[src/hdl/sefr_pkg.sv]
`timescale 1ns / 1ps
// ----------------------------------------------------------------------------
// sefr_pkg: shared types and constants for the STX/ETX frame receiver
// Framing bytes, result kinds, error causes and the result record.
// ----------------------------------------------------------------------------
package sefr_pkg;

    localparam logic [7:0] START_BYTE      = 8'h02;
    localparam logic [7:0] END_BYTE        = 8'h03;
    localparam logic [7:0] ACK_BYTE        = 8'h06;
    localparam logic [7:0] NAK_BYTE        = 8'h15;
    localparam logic [7:0] MAX_PAYLOAD_RST = 8'hFF;

    localparam logic [1:0] KIND_PAYLOAD = 2'd0;
    localparam logic [1:0] KIND_ACK     = 2'd1;
    localparam logic [1:0] KIND_NAK     = 2'd2;

    localparam logic [1:0] CAUSE_NONE = 2'd0;
    localparam logic [1:0] CAUSE_LEN  = 2'd1;
    localparam logic [1:0] CAUSE_CHK  = 2'd2;
    localparam logic [1:0] CAUSE_END  = 2'd3;

    typedef struct packed {
        logic [1:0] kind;
        logic [7:0] payload_byte;
        logic [7:0] payload_index;
        logic [7:0] response_byte;
        logic [1:0] error_cause;
        logic [7:0] frame_length;
    } result_t;

endpackage

[src/hdl/stx_etx_frame_receiver_unit.sv]
`timescale 1ns / 1ps
// ----------------------------------------------------------------------------
// stx_etx_frame_receiver_unit: STX/ETX deframer with XOR checksum
// Results are registered in the result register, or in the skid register on a stall.
// Throughput: one byte per cycle while the skid register is empty; the frame
// state update and XOR finish in the cycle of acceptance, and a two-entry
// output buffer (result register plus skid register) keeps input flowing while a result waits.
// Reset: hunting for STX, max_payload 255, output buffer empty.
// ----------------------------------------------------------------------------
module stx_etx_frame_receiver_unit
    import sefr_pkg::*;
(
    input  logic       clk,
    input  logic       rst_n,
    input  logic       cfg_valid,
    output logic       cfg_ready,
    input  logic [7:0] cfg_data,
    input  logic       in_valid,
    output logic       in_ready,
    input  logic [7:0] rx_byte,
    output logic       out_valid,
    input  logic       out_ready,
    output logic [1:0] kind,
    output logic [7:0] payload_byte,
    output logic [7:0] payload_index,
    output logic [7:0] response_byte,
    output logic [1:0] error_cause,
    output logic [7:0] frame_length
);

    typedef enum logic [2:0] {
        PH_HUNT = 3'd0,
        PH_LEN  = 3'd1,
        PH_DATA = 3'd2,
        PH_CHK  = 3'd3,
        PH_END  = 3'd4
    } phase_t;

    phase_t     phase_reg, phase_next;
    logic [7:0] frame_len_reg, frame_len_next;
    logic [7:0] byte_count_reg, byte_count_next;
    logic [7:0] xor_reg, xor_next;
    logic [7:0] max_payload_reg;

    result_t    res;
    logic       has_res;
    result_t    out_reg, skid_reg;
    logic       out_valid_reg, skid_valid_reg;

    logic       in_fire, push, pop;

    assign cfg_ready = 1'b1;
    assign in_ready  = !skid_valid_reg;
    assign in_fire   = in_valid && in_ready;
    assign push      = in_fire && has_res;
    assign pop       = out_valid_reg && out_ready;

    function automatic result_t verdict(input logic [1:0] k, input logic [7:0] resp,
                                        input logic [1:0] cause, input logic [7:0] flen);
        result_t r;
        r.kind          = k;
        r.payload_byte  = 8'd0;
        r.payload_index = 8'd0;
        r.response_byte = resp;
        r.error_cause   = cause;
        r.frame_length  = flen;
        return r;
    endfunction

    // frame state update and result for the byte at the input
    always_comb
    begin
        phase_next      = phase_reg;
        frame_len_next  = frame_len_reg;
        byte_count_next = byte_count_reg;
        xor_next        = xor_reg;
        has_res         = 1'b0;
        res             = verdict(KIND_ACK, ACK_BYTE, CAUSE_NONE, frame_len_reg);
        unique case (phase_reg)
            PH_LEN:
            begin
                frame_len_next = rx_byte;
                if (rx_byte > max_payload_reg)
                begin
                    phase_next = PH_HUNT;
                    has_res    = 1'b1;
                    res        = verdict(KIND_NAK, NAK_BYTE, CAUSE_LEN, rx_byte);
                end
                else
                begin
                    xor_next        = xor_reg ^ rx_byte;
                    byte_count_next = 8'd0;
                    phase_next      = (rx_byte == 8'd0) ? PH_CHK : PH_DATA;
                end
            end
            PH_DATA:
            begin
                xor_next        = xor_reg ^ rx_byte;
                byte_count_next = byte_count_reg + 8'd1;
                if (byte_count_next == frame_len_reg)
                begin
                    phase_next = PH_CHK;
                end
                has_res           = 1'b1;
                res.kind          = KIND_PAYLOAD;
                res.payload_byte  = rx_byte;
                res.payload_index = byte_count_reg;
                res.response_byte = 8'd0;
                res.error_cause   = CAUSE_NONE;
                res.frame_length  = frame_len_reg;
            end
            PH_CHK:
            begin
                if (rx_byte != xor_reg)
                begin
                    phase_next = PH_HUNT;
                    has_res    = 1'b1;
                    res        = verdict(KIND_NAK, NAK_BYTE, CAUSE_CHK, frame_len_reg);
                end
                else
                begin
                    phase_next = PH_END;
                end
            end
            PH_END:
            begin
                phase_next = PH_HUNT;
                has_res    = 1'b1;
                if (rx_byte != END_BYTE)
                begin
                    res = verdict(KIND_NAK, NAK_BYTE, CAUSE_END, frame_len_reg);
                end
            end
            default:
            begin
                phase_next = PH_HUNT;
                if (rx_byte == START_BYTE)
                begin
                    xor_next        = START_BYTE;
                    byte_count_next = 8'd0;
                    phase_next      = PH_LEN;
                end
            end
        endcase
    end

    always_ff @(posedge clk or negedge rst_n)
    begin
        if (!rst_n)
        begin
            phase_reg       <= PH_HUNT;
            frame_len_reg   <= 8'd0;
            byte_count_reg  <= 8'd0;
            xor_reg         <= START_BYTE;
            max_payload_reg <= MAX_PAYLOAD_RST;
        end
        else
        begin
            if (cfg_valid && cfg_ready)
            begin
                max_payload_reg <= cfg_data;
            end
            if (in_fire)
            begin
                phase_reg      <= phase_next;
                frame_len_reg  <= frame_len_next;
                byte_count_reg <= byte_count_next;
                xor_reg        <= xor_next;
            end
        end
    end

    // output register with skid stage behind it
    always_ff @(posedge clk or negedge rst_n)
    begin
        if (!rst_n)
        begin
            out_valid_reg  <= 1'b0;
            skid_valid_reg <= 1'b0;
        end
        else
        begin
            if (!out_valid_reg || pop)
            begin
                if (skid_valid_reg)
                begin
                    out_valid_reg  <= 1'b1;
                    skid_valid_reg <= push;
                end
                else
                begin
                    out_valid_reg <= push;
                end
            end
            else if (push)
            begin
                skid_valid_reg <= 1'b1;
            end
        end
    end

    always_ff @(posedge clk)
    begin
        if (!out_valid_reg || pop)
        begin
            if (skid_valid_reg)
            begin
                out_reg <= skid_reg;
                if (push)
                begin
                    skid_reg <= res;
                end
            end
            else if (push)
            begin
                out_reg <= res;
            end
        end
        else if (push)
        begin
            skid_reg <= res;
        end
    end

    assign out_valid     = out_valid_reg;
    assign kind          = out_reg.kind;
    assign payload_byte  = out_reg.payload_byte;
    assign payload_index = out_reg.payload_index;
    assign response_byte = out_reg.response_byte;
    assign error_cause   = out_reg.error_cause;
    assign frame_length  = out_reg.frame_length;

`ifndef SYNTHESIS
    a_skid_behind_out: assert property (@(posedge clk) disable iff (!rst_n)
        skid_valid_reg |-> out_valid_reg)
        else $error("skid entry held while output register empty");

    a_verdict_no_payload: assert property (@(posedge clk) disable iff (!rst_n)
        (out_valid_reg && out_reg.kind != KIND_PAYLOAD) |->
        (out_reg.payload_byte == 8'd0 && out_reg.payload_index == 8'd0))
        else $error("verdict transaction carries payload data");

    a_data_len_nonzero: assert property (@(posedge clk) disable iff (!rst_n)
        (phase_reg == PH_DATA) |-> (frame_len_reg != 8'd0 &&
        byte_count_reg < frame_len_reg))
        else $error("payload phase with count past frame length");

    a_nak_cause: assert property (@(posedge clk) disable iff (!rst_n)
        (out_valid_reg && out_reg.kind == KIND_NAK) |->
        (out_reg.error_cause != CAUSE_NONE && out_reg.response_byte == NAK_BYTE))
        else $error("NAK without cause");
`endif

endmodule
[config.mk]
export PLATFORM = sky130hd
export DESIGN_NAME = stx_etx_frame_receiver_unit
export DESIGN_NICKNAME = d
export VERILOG_FILES = /design/src/hdl/sefr_pkg.sv /design/src/hdl/stx_etx_frame_receiver_unit.sv
export SDC_FILE = /design/constraint.sdc
export NUM_CORES = 1
export LEC_CHECK = 0
export ABC_AREA = 1
export BUFFER_PORTS_ARGS = -buffer_cell sky130_fd_sc_hd__buf_2
export CORE_UTILIZATION = 55
export CTS_CLUSTER_DIAMETER = 150
export DETAILED_ROUTE_END_ITERATION = 12
export PLACE_DENSITY_LB_ADDON = 0.25
export SYNTH_ARGS = -nofsm -noshare
export SYNTH_HDL_FRONTEND = slang
export SYNTH_SLANG_ARGS = --single-unit
[constraint.sdc]
create_clock -name clk -period 7.9 [get_ports clk]
set_input_delay 1.58 -clock clk [delete_from_list [all_inputs] [get_ports clk]]
set_output_delay 1.58 -clock clk [all_outputs]
set_load 0.02 [all_outputs]
==> results of run 1 <==
-- per-stage QoR --
step           utilization, %  instances  area (sq um)  power, W  hold WS, ns
3_3_place_gp            60.85        667          5050  0.001215       0.4536
5_1_grt                 63.12        683          5239  0.001632       0.5147
6_report                63.12        683          5239  0.001528       0.4809
4_1_cts                 63.12        683          5239  0.001538       0.4793
2_1_floorplan               -        529          4777  0.001107       0.4412
3_5_place_dp            60.85        667          5050  0.001230       0.4593
-- layout by cell type (no fill, tap or decap), types with 2 or more instances in the layout --
master,instances
o21ai_1,2
dfstp_2,9
inv_1,36
inv_2,13
o211ai_1,2
o21ai_0,18
nand3_1,35
xnor2_1,6
nand2_1,190
o21bai_1,2
dfrtp_1,28
a31oi_1,2
o21ai_2,9
nor2_4,2
nand3b_1,4
or2_2,3
nor2_2,4
xor2_1,2
edfxtp_1,58
ha_1,9
nand4_1,4
buf_2,54
clkinv_4,2
nand2_2,5
buf_4,3
a21oi_1,8
conb_1,5
nor2_1,38
inv_8,3
clkbuf_8,9
-- layer usage --
layer / track usage [%] / wire length [um]
met5: 0 / 0
met2: 37.26 / 4449
met1: 31.34 / 4282
met3: 4.226 / 393
met4: 7.828 / 182
-- cells in the mapped netlist (all sizes together) --
cell,count
o21ai,29
a31oi,2
xor2,2
edfxtp,58
nand3b,5
nand4,5
xnor2,6
ha,9
o211ai,2
or2,3
o21a,1
conb,2
mux2,1
nand3,36
dfrtp,28
nor4,2
nor2,44
nor3,1
clkbuf,8
clkinv,1
nand2,196
dfstp,9
a21oi,9
inv,49
o21bai,2
buf,16
-- final cells by class --
type,count,area (sq um),area share (%)
multi-input combinational,360,1759,33.58
clock buffer,9,123.9,2.364
tap,105,131.4,2.508
clock inverter,7,65.06,1.242
inverter,50,187.7,3.583
sequential,95,2679,51.13
timing repair buffer,57,292.8,5.589
-- where the power goes --
part	total, W	switching (W)	internal [W]	leakage [nW]
logic	0.000503	0.000345	0.000158	1.32
clock network	0.000310	0.000188	0.000123	0.0995
registers	0.000714	0.0000550	0.000659	1.02
total	0.00153	0.000588	0.000940	2.44
-- cells by family after synthesis --
kind of cell | after synthesis | synth area share, %
and+or+nand+nor | 292 | 26.57
DFF | 95 | 56.21
buffers and inverters | 74 | 7.246
AOI/OAI and AO/OA | 45 | 5.749
adders and majority gates | 9 | 2.363
xor gates and xnor gates | 8 | 1.470
other | 2 | 0.1576
muxes | 1 | 0.2363
-- critical path, stage by stage (launching register included) --
cell and delay (ns):
dfrtp_1 0.33, buf_4 0.30, clkinv_1 0.78, buf_2 0.43
-- final timing paths --
kind                                     end          startpoint  cells past startpoint
max in group asynchronous       phase_reg[0]               rst_n                      1
min                               xor_reg[1]          xor_reg[1]                      2
min reg2reg                       xor_reg[1]          xor_reg[1]                      2
max                                 in_ready      skid_valid_reg                      3
min in group asynchronous  byte_count_reg[7]               rst_n                      1
max reg2reg                  frame_length[5]  max_payload_reg[7]                     11
==> out/qor.yml, run 1 <==
layout:
  layout.nets: 603
  area_growth_pct: 9.924
  largest_register_ffs: 29
  drive_gt1_share_pct: 21.63
  n_antenna_cell: 0
  fillers: 713
synth:
  synth_area_sq_um: 4766
  syn_area_per_cell_sq_um: 9.060
  synthCells: 526
  yosys-top-cells-area: "edfxtp_1 37%, nand2_1 15%, dfrtp_1 15%, dfstp_2 5.0%, nand3_1 3.7%"
  synth_warnings: 0
  synth_top_area_share_pct: 36.55
  synth_area_leader_cell: "edfxtp_1"
  synth_cell_types: 39
  ys_seq_area_share_pct: 56.21
  ys_ff_latch: 95
critical_path:
  endpoint_kind: "primary output"
  crit_arrival_ns: 2.20
  reg2reg_slack_ns: 5.07
  critical_path_class: "flop to primary output"
  cp-start-kind: "flop"
  crit_fanout: 34
  cp_data_required_time_ns: 6.32
sta:
  final.min_clock_period_ns: 3.781
  finalSetupViolations: 0
  fmax_ghz: 0.2645
  slew_headroom_pct: 32.00
  finalWorstSetupSlack_ns: 4.119
  tightest_slew_ns: 1.018
  clock_skew_ns: 0.01053
  setup_tns_ns: 0
  hold_viol: 0
  finalMaxSlewViolations: 0
  fin_crit_sh_pct: 47.87
  rsz0062_at_grt: "false"
drt:
  drt-vias-per-instance: 5.227
  postRouteAntennaNets: 0
  firstDrtPassIters: 4
  drc: 0
  drt_iter0_drc: 201
  num_vias: 3570
  wire_per_inst_um: 13.63
  drt_wl_total_um: 9308
floorplan:
  rows: 33
  dieArea_sq_um: 9041
  core_sq_um: 8299
  dieHeight_um: 95.09
  io_pins: 60
  start_util_pct: 57.42
  die_width_um: 95.09
clock_network:
  cts_buffers: 9
  post_cts_buffers: 0
  cts_tree: "done"
  cts_root_buffer: "clkbuf_8"
  ctsHoldBuffers: 0
  cts.sinks: 95
  htreeDepth: 3
  clk_latency_ns: 0.36
  cts_buffer_depth: 2
  path_clk_slew_ns: 0.10
  cts_resized: 0
global_routing:
  grt-ovfl-total: 0
  grt_pass1_vias: 3355
  grt_pass1_wl_um: 15850
  track_usage_pct: 23.07
  antenna_found_initial: 0
  grt_max_degree: 38
power_and_ir_drop:
  p_per_area_nw_per_um2: 291.6
  p_leak_nw: 2.441
  max-vdd-ir-drop_mv: 0.1329
place:
  hpwl_um: 6806
  routabilityCongestion: 0.8612
  portBuffers: 54
  place_ws_ns: 3.899
run:
  max_cap_violations: 0
worst_hold_path:
  hold_path_class: "flop to flop"
status:
  outcome: "finished, final reports clean"
Power figures use the tool's default switching activity.
==> inputs of run 2 (changes only) <==
- CORE_UTILIZATION: 55 -> 52
- clock period: 7.9 -> 3.42 ns (I/O delays scaled with it)
==> out/qor.yml, run 2 (same netlist as run 1, synthesis figures left out) <==
drt:
  postRouteAntennaNets: 0  # unchanged
  num_vias: 3614  # +1.2%
  drt_iter0_drc: 247  # +23%
  wire_per_inst_um: 13.78  # +1.1%
  drt-vias-per-instance: 5.245  # +0.35%
  firstDrtPassIters: 8  # +4
  drc: 18  # +18
  drt_wl_total_um: 9495  # +2.0%
global_routing:
  track_usage_pct: 21.06  # -2.0 points
  grt_max_degree: 38  # unchanged
  grt_pass1_vias: 3418  # +1.9%
  antenna_found_initial: 0  # unchanged
  grt-ovfl-total: 0  # unchanged
  grt_pass1_wl_um: 15820  # -0.18%
sta:
  hold_viol: 0  # unchanged
  slew_headroom_pct: 42.11  # +10 points
  fin_crit_sh_pct: 69.28
  finalMaxSlewViolations: 0  # unchanged
  tightest_slew_ns: 0.8683  # -0.1493 ns
  clock_skew_ns: 0.009724  # -0.0008010 ns
  finalSetupViolations: 0  # unchanged
  final.min_clock_period_ns: 2.369
  setup_tns_ns: 0  # unchanged
  fmax_ghz: 0.4221
  rsz0062_at_grt: "false"
floorplan:
  core_sq_um: 8806  # +6.1%
  dieHeight_um: 97.74  # +2.8%
  start_util_pct: 54.12  # -3.3 points
  die_width_um: 97.74  # +2.8%
  dieArea_sq_um: 9552  # +5.7%
  rows: 34  # +3.0%
  io_pins: 60  # unchanged
critical_path:
  cp-start-kind: "flop"
  cp_data_required_time_ns: 3.55  # -2.77 ns
  endpoint_kind: "flop"
  reg2reg_slack_ns: 1.05  # -4.02 ns
  startpoint: "max_payload_reg[7]"
  critical_path_class: "flop to flop"
  reg2reg_from: "max_payload_reg[7]"
  worstRegToRegCells: 10  # -1
  crit_fanout: 35  # +2.9%
  crit_arrival_ns: 2.50  # +0.30 ns
  timing.rr.end: "frame_length[3]"
clock_network:
  path_clk_slew_ns: 0.10  # about the same
  clk_latency_ns: 0.36  # about the same
  post_cts_buffers: 0  # unchanged
  cts_buffer_depth: 2  # unchanged
  ctsHoldBuffers: 0  # unchanged
  cts_tree: "done"
  cts.sinks: 95  # unchanged
  cts_root_buffer: "clkbuf_8"
  htreeDepth: 3  # unchanged
  cts_resized: 0  # unchanged
  cts_buffers: 9  # unchanged
power_and_ir_drop:
  p_leak_nw: 2.450  # +0.36%
  max-vdd-ir-drop_mv: 0.2539  # +91%
  p_switching_w: 0.001370  # +130%
  p_per_area_nw_per_um2: 674.0  # +130%
  swShare_pct: 38.63  # +0.14 points
  p_total_w: 0.003546  # +130%
  p_clk_share_pct: 20.1  # -0.2 points
  p_seq_share_pct: 46.7  # about the same
  p_comb_share_pct: 33.2  # +0.3 points
  internal-power_w: 0.002177  # +130%
layout:
  final_common_cell: "nand2_1"
  drive_gt1_share_pct: 21.86  # +0.23 points
  n_antenna_cell: 0  # unchanged
  area_growth_pct: 10.40
  layout.nets: 606  # +0.50%
  post-route-util_pct: 59.75  # -3.4 points
  fin_cells: 689  # +0.88%
  final_cell_mix: "190 x nand2_1, 58 x edfxtp_1, 54 x buf_2"
  fillers: 777  # +9.0%
  largest_register_ffs: 29  # unchanged
place:
  hpwl_um: 6775  # -0.47%
  routabilityCongestion: 0.9092  # +5.6%
  dp_cells: 673  # +0.90%
  portBuffers: 54  # unchanged
run:
  max_cap_violations: 0  # unchanged
status:
  outcome: "finished, violations left"
  violations: "design-rule violations"
worst_hold_path:
  hold_path_class: "input port to asynchronous set/reset pin"
run 2: cell count changes in the layout (fill, tap and decap cells not counted), sizes merged:
cell and change:
buf +3
run 2: cell type report:
| type | instances | area (sq um) | share of cell area [%] |
|---|---|---|---|
| Clock inverter | 7 | 61.31 | 1.165 |
| Inverter | 50 | 187.7 | 3.567 |
| Multi-Input combinational cell | 360 | 1759 | 33.44 |
| Clock buffer | 9 | 123.9 | 2.354 |
| Timing Repair Buffer | 60 | 315.3 | 5.993 |
| Tap cell | 108 | 135.1 | 2.568 |
| Sequential cell | 95 | 2679 | 50.92 |
run 2: metrics by stage:
stage / area [sq um] / hold WS (ns) / worst slack (ns)
after floorplan: 4783 / 0.3884 / 0.3170
after global placement: 5076 / 0.4576 / 0.8387
after detailed placement: 5076 / 0.4621 / 0.7654
after CTS: 5261 / 0.4521 / 1.045
after global routing: 5261 / 0.4808 / 0.8650
final: 5261 / 0.4260 / 1.051
run 2: worst max-delay path by stage:
stage | to | slack (ns) | depth (start not counted)
floorplan | error_cause[0] | 0.32 | 12
global placement | frame_length[3] | 0.84 | 10
detailed placement | payload_index[0] | 0.77 | 13
CTS | frame_length[3] | 1.05 | 10
global route | payload_index[6] | 0.86 | 13
finish | frame_length[3] | 1.05 | 10
run 2: worst max-delay path: stages (launching register included):
cell	delay [ns]
dfstp_2	0.53
inv_1	0.05
ha_1	0.29
nand2_1	0.07
nor2_1	0.16
nand4_1	0.18
nand3_4	0.14
buf_4	0.39
inv_2	0.09
o211ai_1	0.17
nand2_1	0.06
run 2: metal layers:
metal	routed length [um]	track usage, %
met4	174	8.974
met2	4551	35.41
met1	4389	27.58
met3	380	2.863
met5	0	0
run 2: power groups by stage:
| stage | clock, W | combinational, W | sequential (W) |
|---|---|---|---|
| floorplan | 0 | 0.000803 | 0.00175 |
| global placement | 0 | 0.00114 | 0.00167 |
| detailed placement | 0 | 0.00118 | 0.00168 |
| CTS | 0.000721 | 0.00118 | 0.00166 |
| global route | 0.000767 | 0.00133 | 0.00168 |
| finish | 0.000711 | 0.00118 | 0.00166 |
==> inputs of run 3 (changes only) <==
- CORE_UTILIZATION: 52 -> 55
- clock period: 3.42 -> 2.36 ns (I/O delays scaled with it)
==> out/qor.yml, run 3 (same netlist as run 1, synthesis figures left out) <==
status:
  outcome: "finished, final reports clean"
floorplan:
  dieHeight_um: 95.09  # -2.7%
  dieArea_sq_um: 9041  # -5.3%
  io_pins: 60  # unchanged
  rows: 33  # -2.9%
  start_util_pct: 57.42  # +3.3 points
  core_sq_um: 8299  # -5.8%
  die_width_um: 95.09  # -2.7%
run:
  max_cap_violations: 0  # unchanged
critical_path:
  timing.rr.end: "payload_index[7]"
  crit_top_cell: "nand2_1"
  crit_arrival_ns: 2.33  # -0.17 ns
  worstRegToRegCells: 11  # +1
  cp_data_required_time_ns: 2.45  # -1.10 ns
  critical_path_class: "flop to flop"
  path_cells: "inv_1, ha_1, nand2_1, nor2_2, nand2_1, nand2_2, nand3_4, nand3b_4, nand2_4, a21oi_4, clkbuf_16"
  cp_slowest_stage_delay_ns: 0.53  # about the same
  endpoint_kind: "flop"
  reg2reg_slack_ns: 0.12  # -0.93 ns
  reg2reg_from: "max_payload_reg[7]"
  crit_fanout: 14  # -60%
  slowest_stage: "dfstp_2"
  cp-start-kind: "flop"
layout:
  layout.nets: 612  # +0.99%
  multi_input_area_sq_um: 1800  # +2.3%
  n_antenna_cell: 0  # unchanged
  post-route-util_pct: 65.64  # +5.9 points
  regArea_sq_um: 2679  # unchanged
  final_area_sq_um: 5448  # +3.5%
  fillers: 670  # -14%
  area_growth_pct: 14.31
  final_cell_mix: "190 x nand2_1, 58 x edfxtp_1, 54 x buf_2"
  final_common_cell: "nand2_1"
  largest_register_ffs: 29  # unchanged
  drive_gt1_share_pct: 23.34  # +1.5 points
clock_network:
  cts_buffers: 9  # unchanged
  path_clk_slew_ns: 0.10  # about the same
  cts_root_buffer: "clkbuf_8"
  clk_latency_ns: 0.37  # about the same
  cts_tree: "done"
  htreeDepth: 3  # unchanged
  cts.sinks: 95  # unchanged
  post_cts_buffers: 0  # unchanged
  cts_buffer_depth: 2  # unchanged
sta:
  finalMaxSlewViolations: 0  # unchanged
  slew_headroom_pct: 43.32  # +1.2 points
  hold_viol: 0  # unchanged
  clock_skew_ns: 0.01420  # +0.004476 ns
  hold_ws_ns: 0.2078  # -0.2182 ns
  fmax_ghz: 0.4462  # +5.7%
  final.min_clock_period_ns: 2.241  # -0.1279 ns
  tightest_slew_ns: 0.8502  # -0.01809 ns
  finalSetupViolations: 0  # unchanged
  fin_crit_sh_pct: 94.97  # +26 points
place:
  place_area_sq_um: 5174  # +1.9%
  portBuffers: 54  # unchanged
  hpwl_um: 6931  # +2.3%
  routabilityCongestion: 0.9021  # -0.78%
global_routing:
  grt_pass1_wl_um: 15950  # +0.78%
  track_usage_pct: 23.08  # +2.0 points
  grt-ovfl-total: 0  # unchanged
  antenna_found_initial: 0  # unchanged
  grt_max_degree: 38  # unchanged
  grt_pass1_vias: 3396  # -0.64%
drt:
  drc: 0  # -18
  drt-vias-per-instance: 5.293  # +0.92%
  drt_wl_total_um: 9906  # +4.3%
  num_vias: 3663  # +1.4%
  firstDrtPassIters: 5  # -3
  wire_per_inst_um: 14.32  # +3.9%
  postRouteAntennaNets: 0  # unchanged
  drt_iter0_drc: 201  # -19%
worst_hold_path:
  hold_path_class: "input port to asynchronous set/reset pin"
power_and_ir_drop:
  p_total_w: 0.005568  # +57%
  p_per_area_nw_per_um2: 1022  # +52%
  max-vdd-ir-drop_mv: 0.6271  # +150%
  p_leak_nw: 2.522  # +3.0%
[run 3: cell types whose count changed in the layout (fill, tap and decap cells not counted), sizes merged]
| cell | previous run | this run |
|---|---|---|
| clkbuf | 9 | 11 |
| inv | 53 | 51 |
| clkinvlp | 0 | 1 |
| clkinv | 4 | 1 |
| bufinv | 0 | 3 |
| buf | 60 | 65 |
[run 3: worst max path at each step]
stage / from / endpoint / slack (ns) / cells past startpoint
floorplan: max_payload_reg[1] / error_cause[0] / -0.24 / 13
global placement: rx_byte[1] / payload_index[5] / 0.12 / 13
detailed placement: rx_byte[0] / payload_index[1] / 0.08 / 13
CTS: max_payload_reg[7] / payload_index[2] / 0.13 / 11
global route: max_payload_reg[7] / payload_index[7] / -0.02 / 11
finish: max_payload_reg[7] / payload_index[7] / 0.12 / 11
[run 3: where the power goes]
group	switching [W]	leakage, nW	internal (W)
registers	0.000198	1.02	0.00221
logic	0.00122	1.39	0.000634
clock network	0.000601	0.117	0.000713
[run 3: metrics by stage]
| step | setup slack [ns] | setup TNS [ns] | instances |
|---|---|---|---|
| floorplan | -0.2441 | -11.17 | 529 |
| global placement | 0.1203 | 0 | 675 |
| detailed placement | 0.08403 | 0 | 675 |
| CTS | 0.1288 | 0 | 691 |
| global route | -0.02294 | -0.4131 | 692 |
| finish | 0.1187 | 0 | 692 |
[run 3: critical path, delay by kind of cell, from the launching register on]
kind | cells | cell delay, ns
AO/OA/AOI/OAI | 1 | 0.23
flip-flops | 1 | 0.53
AND/OR/NAND/NOR | 7 | 0.65
adder cells (fa/ha/maj) | 1 | 0.29
buffers and inverters | 2 | 0.27
[run 3: what timing repair did]
action / in CTS / in global routing
hold buffers: 0 / 0
endpoints found under the setup margin: 0 / 30
endpoints found under the hold margin: 0 / 0
gates resized for setup: 0 / 2
[run 3: layer usage]
metal | track usage (%) | share of wire [%]
met4 | 7.323 | 1.5
met5 | 0 | 0
met1 | 32.04 | 46
met3 | 3.668 | 4.7
met2 | 37.14 | 48
[run 3: layout make-up]
type                            instances  area share, %
Clock buffer                           10          2.343
Clock inverter                          6          2.113
Inverter                               50          3.445
Multi-Input combinational cell        360          33.05
Sequential cell                        95          49.17
Tap cell                              105          2.412
Timing Repair Buffer                   66          7.464
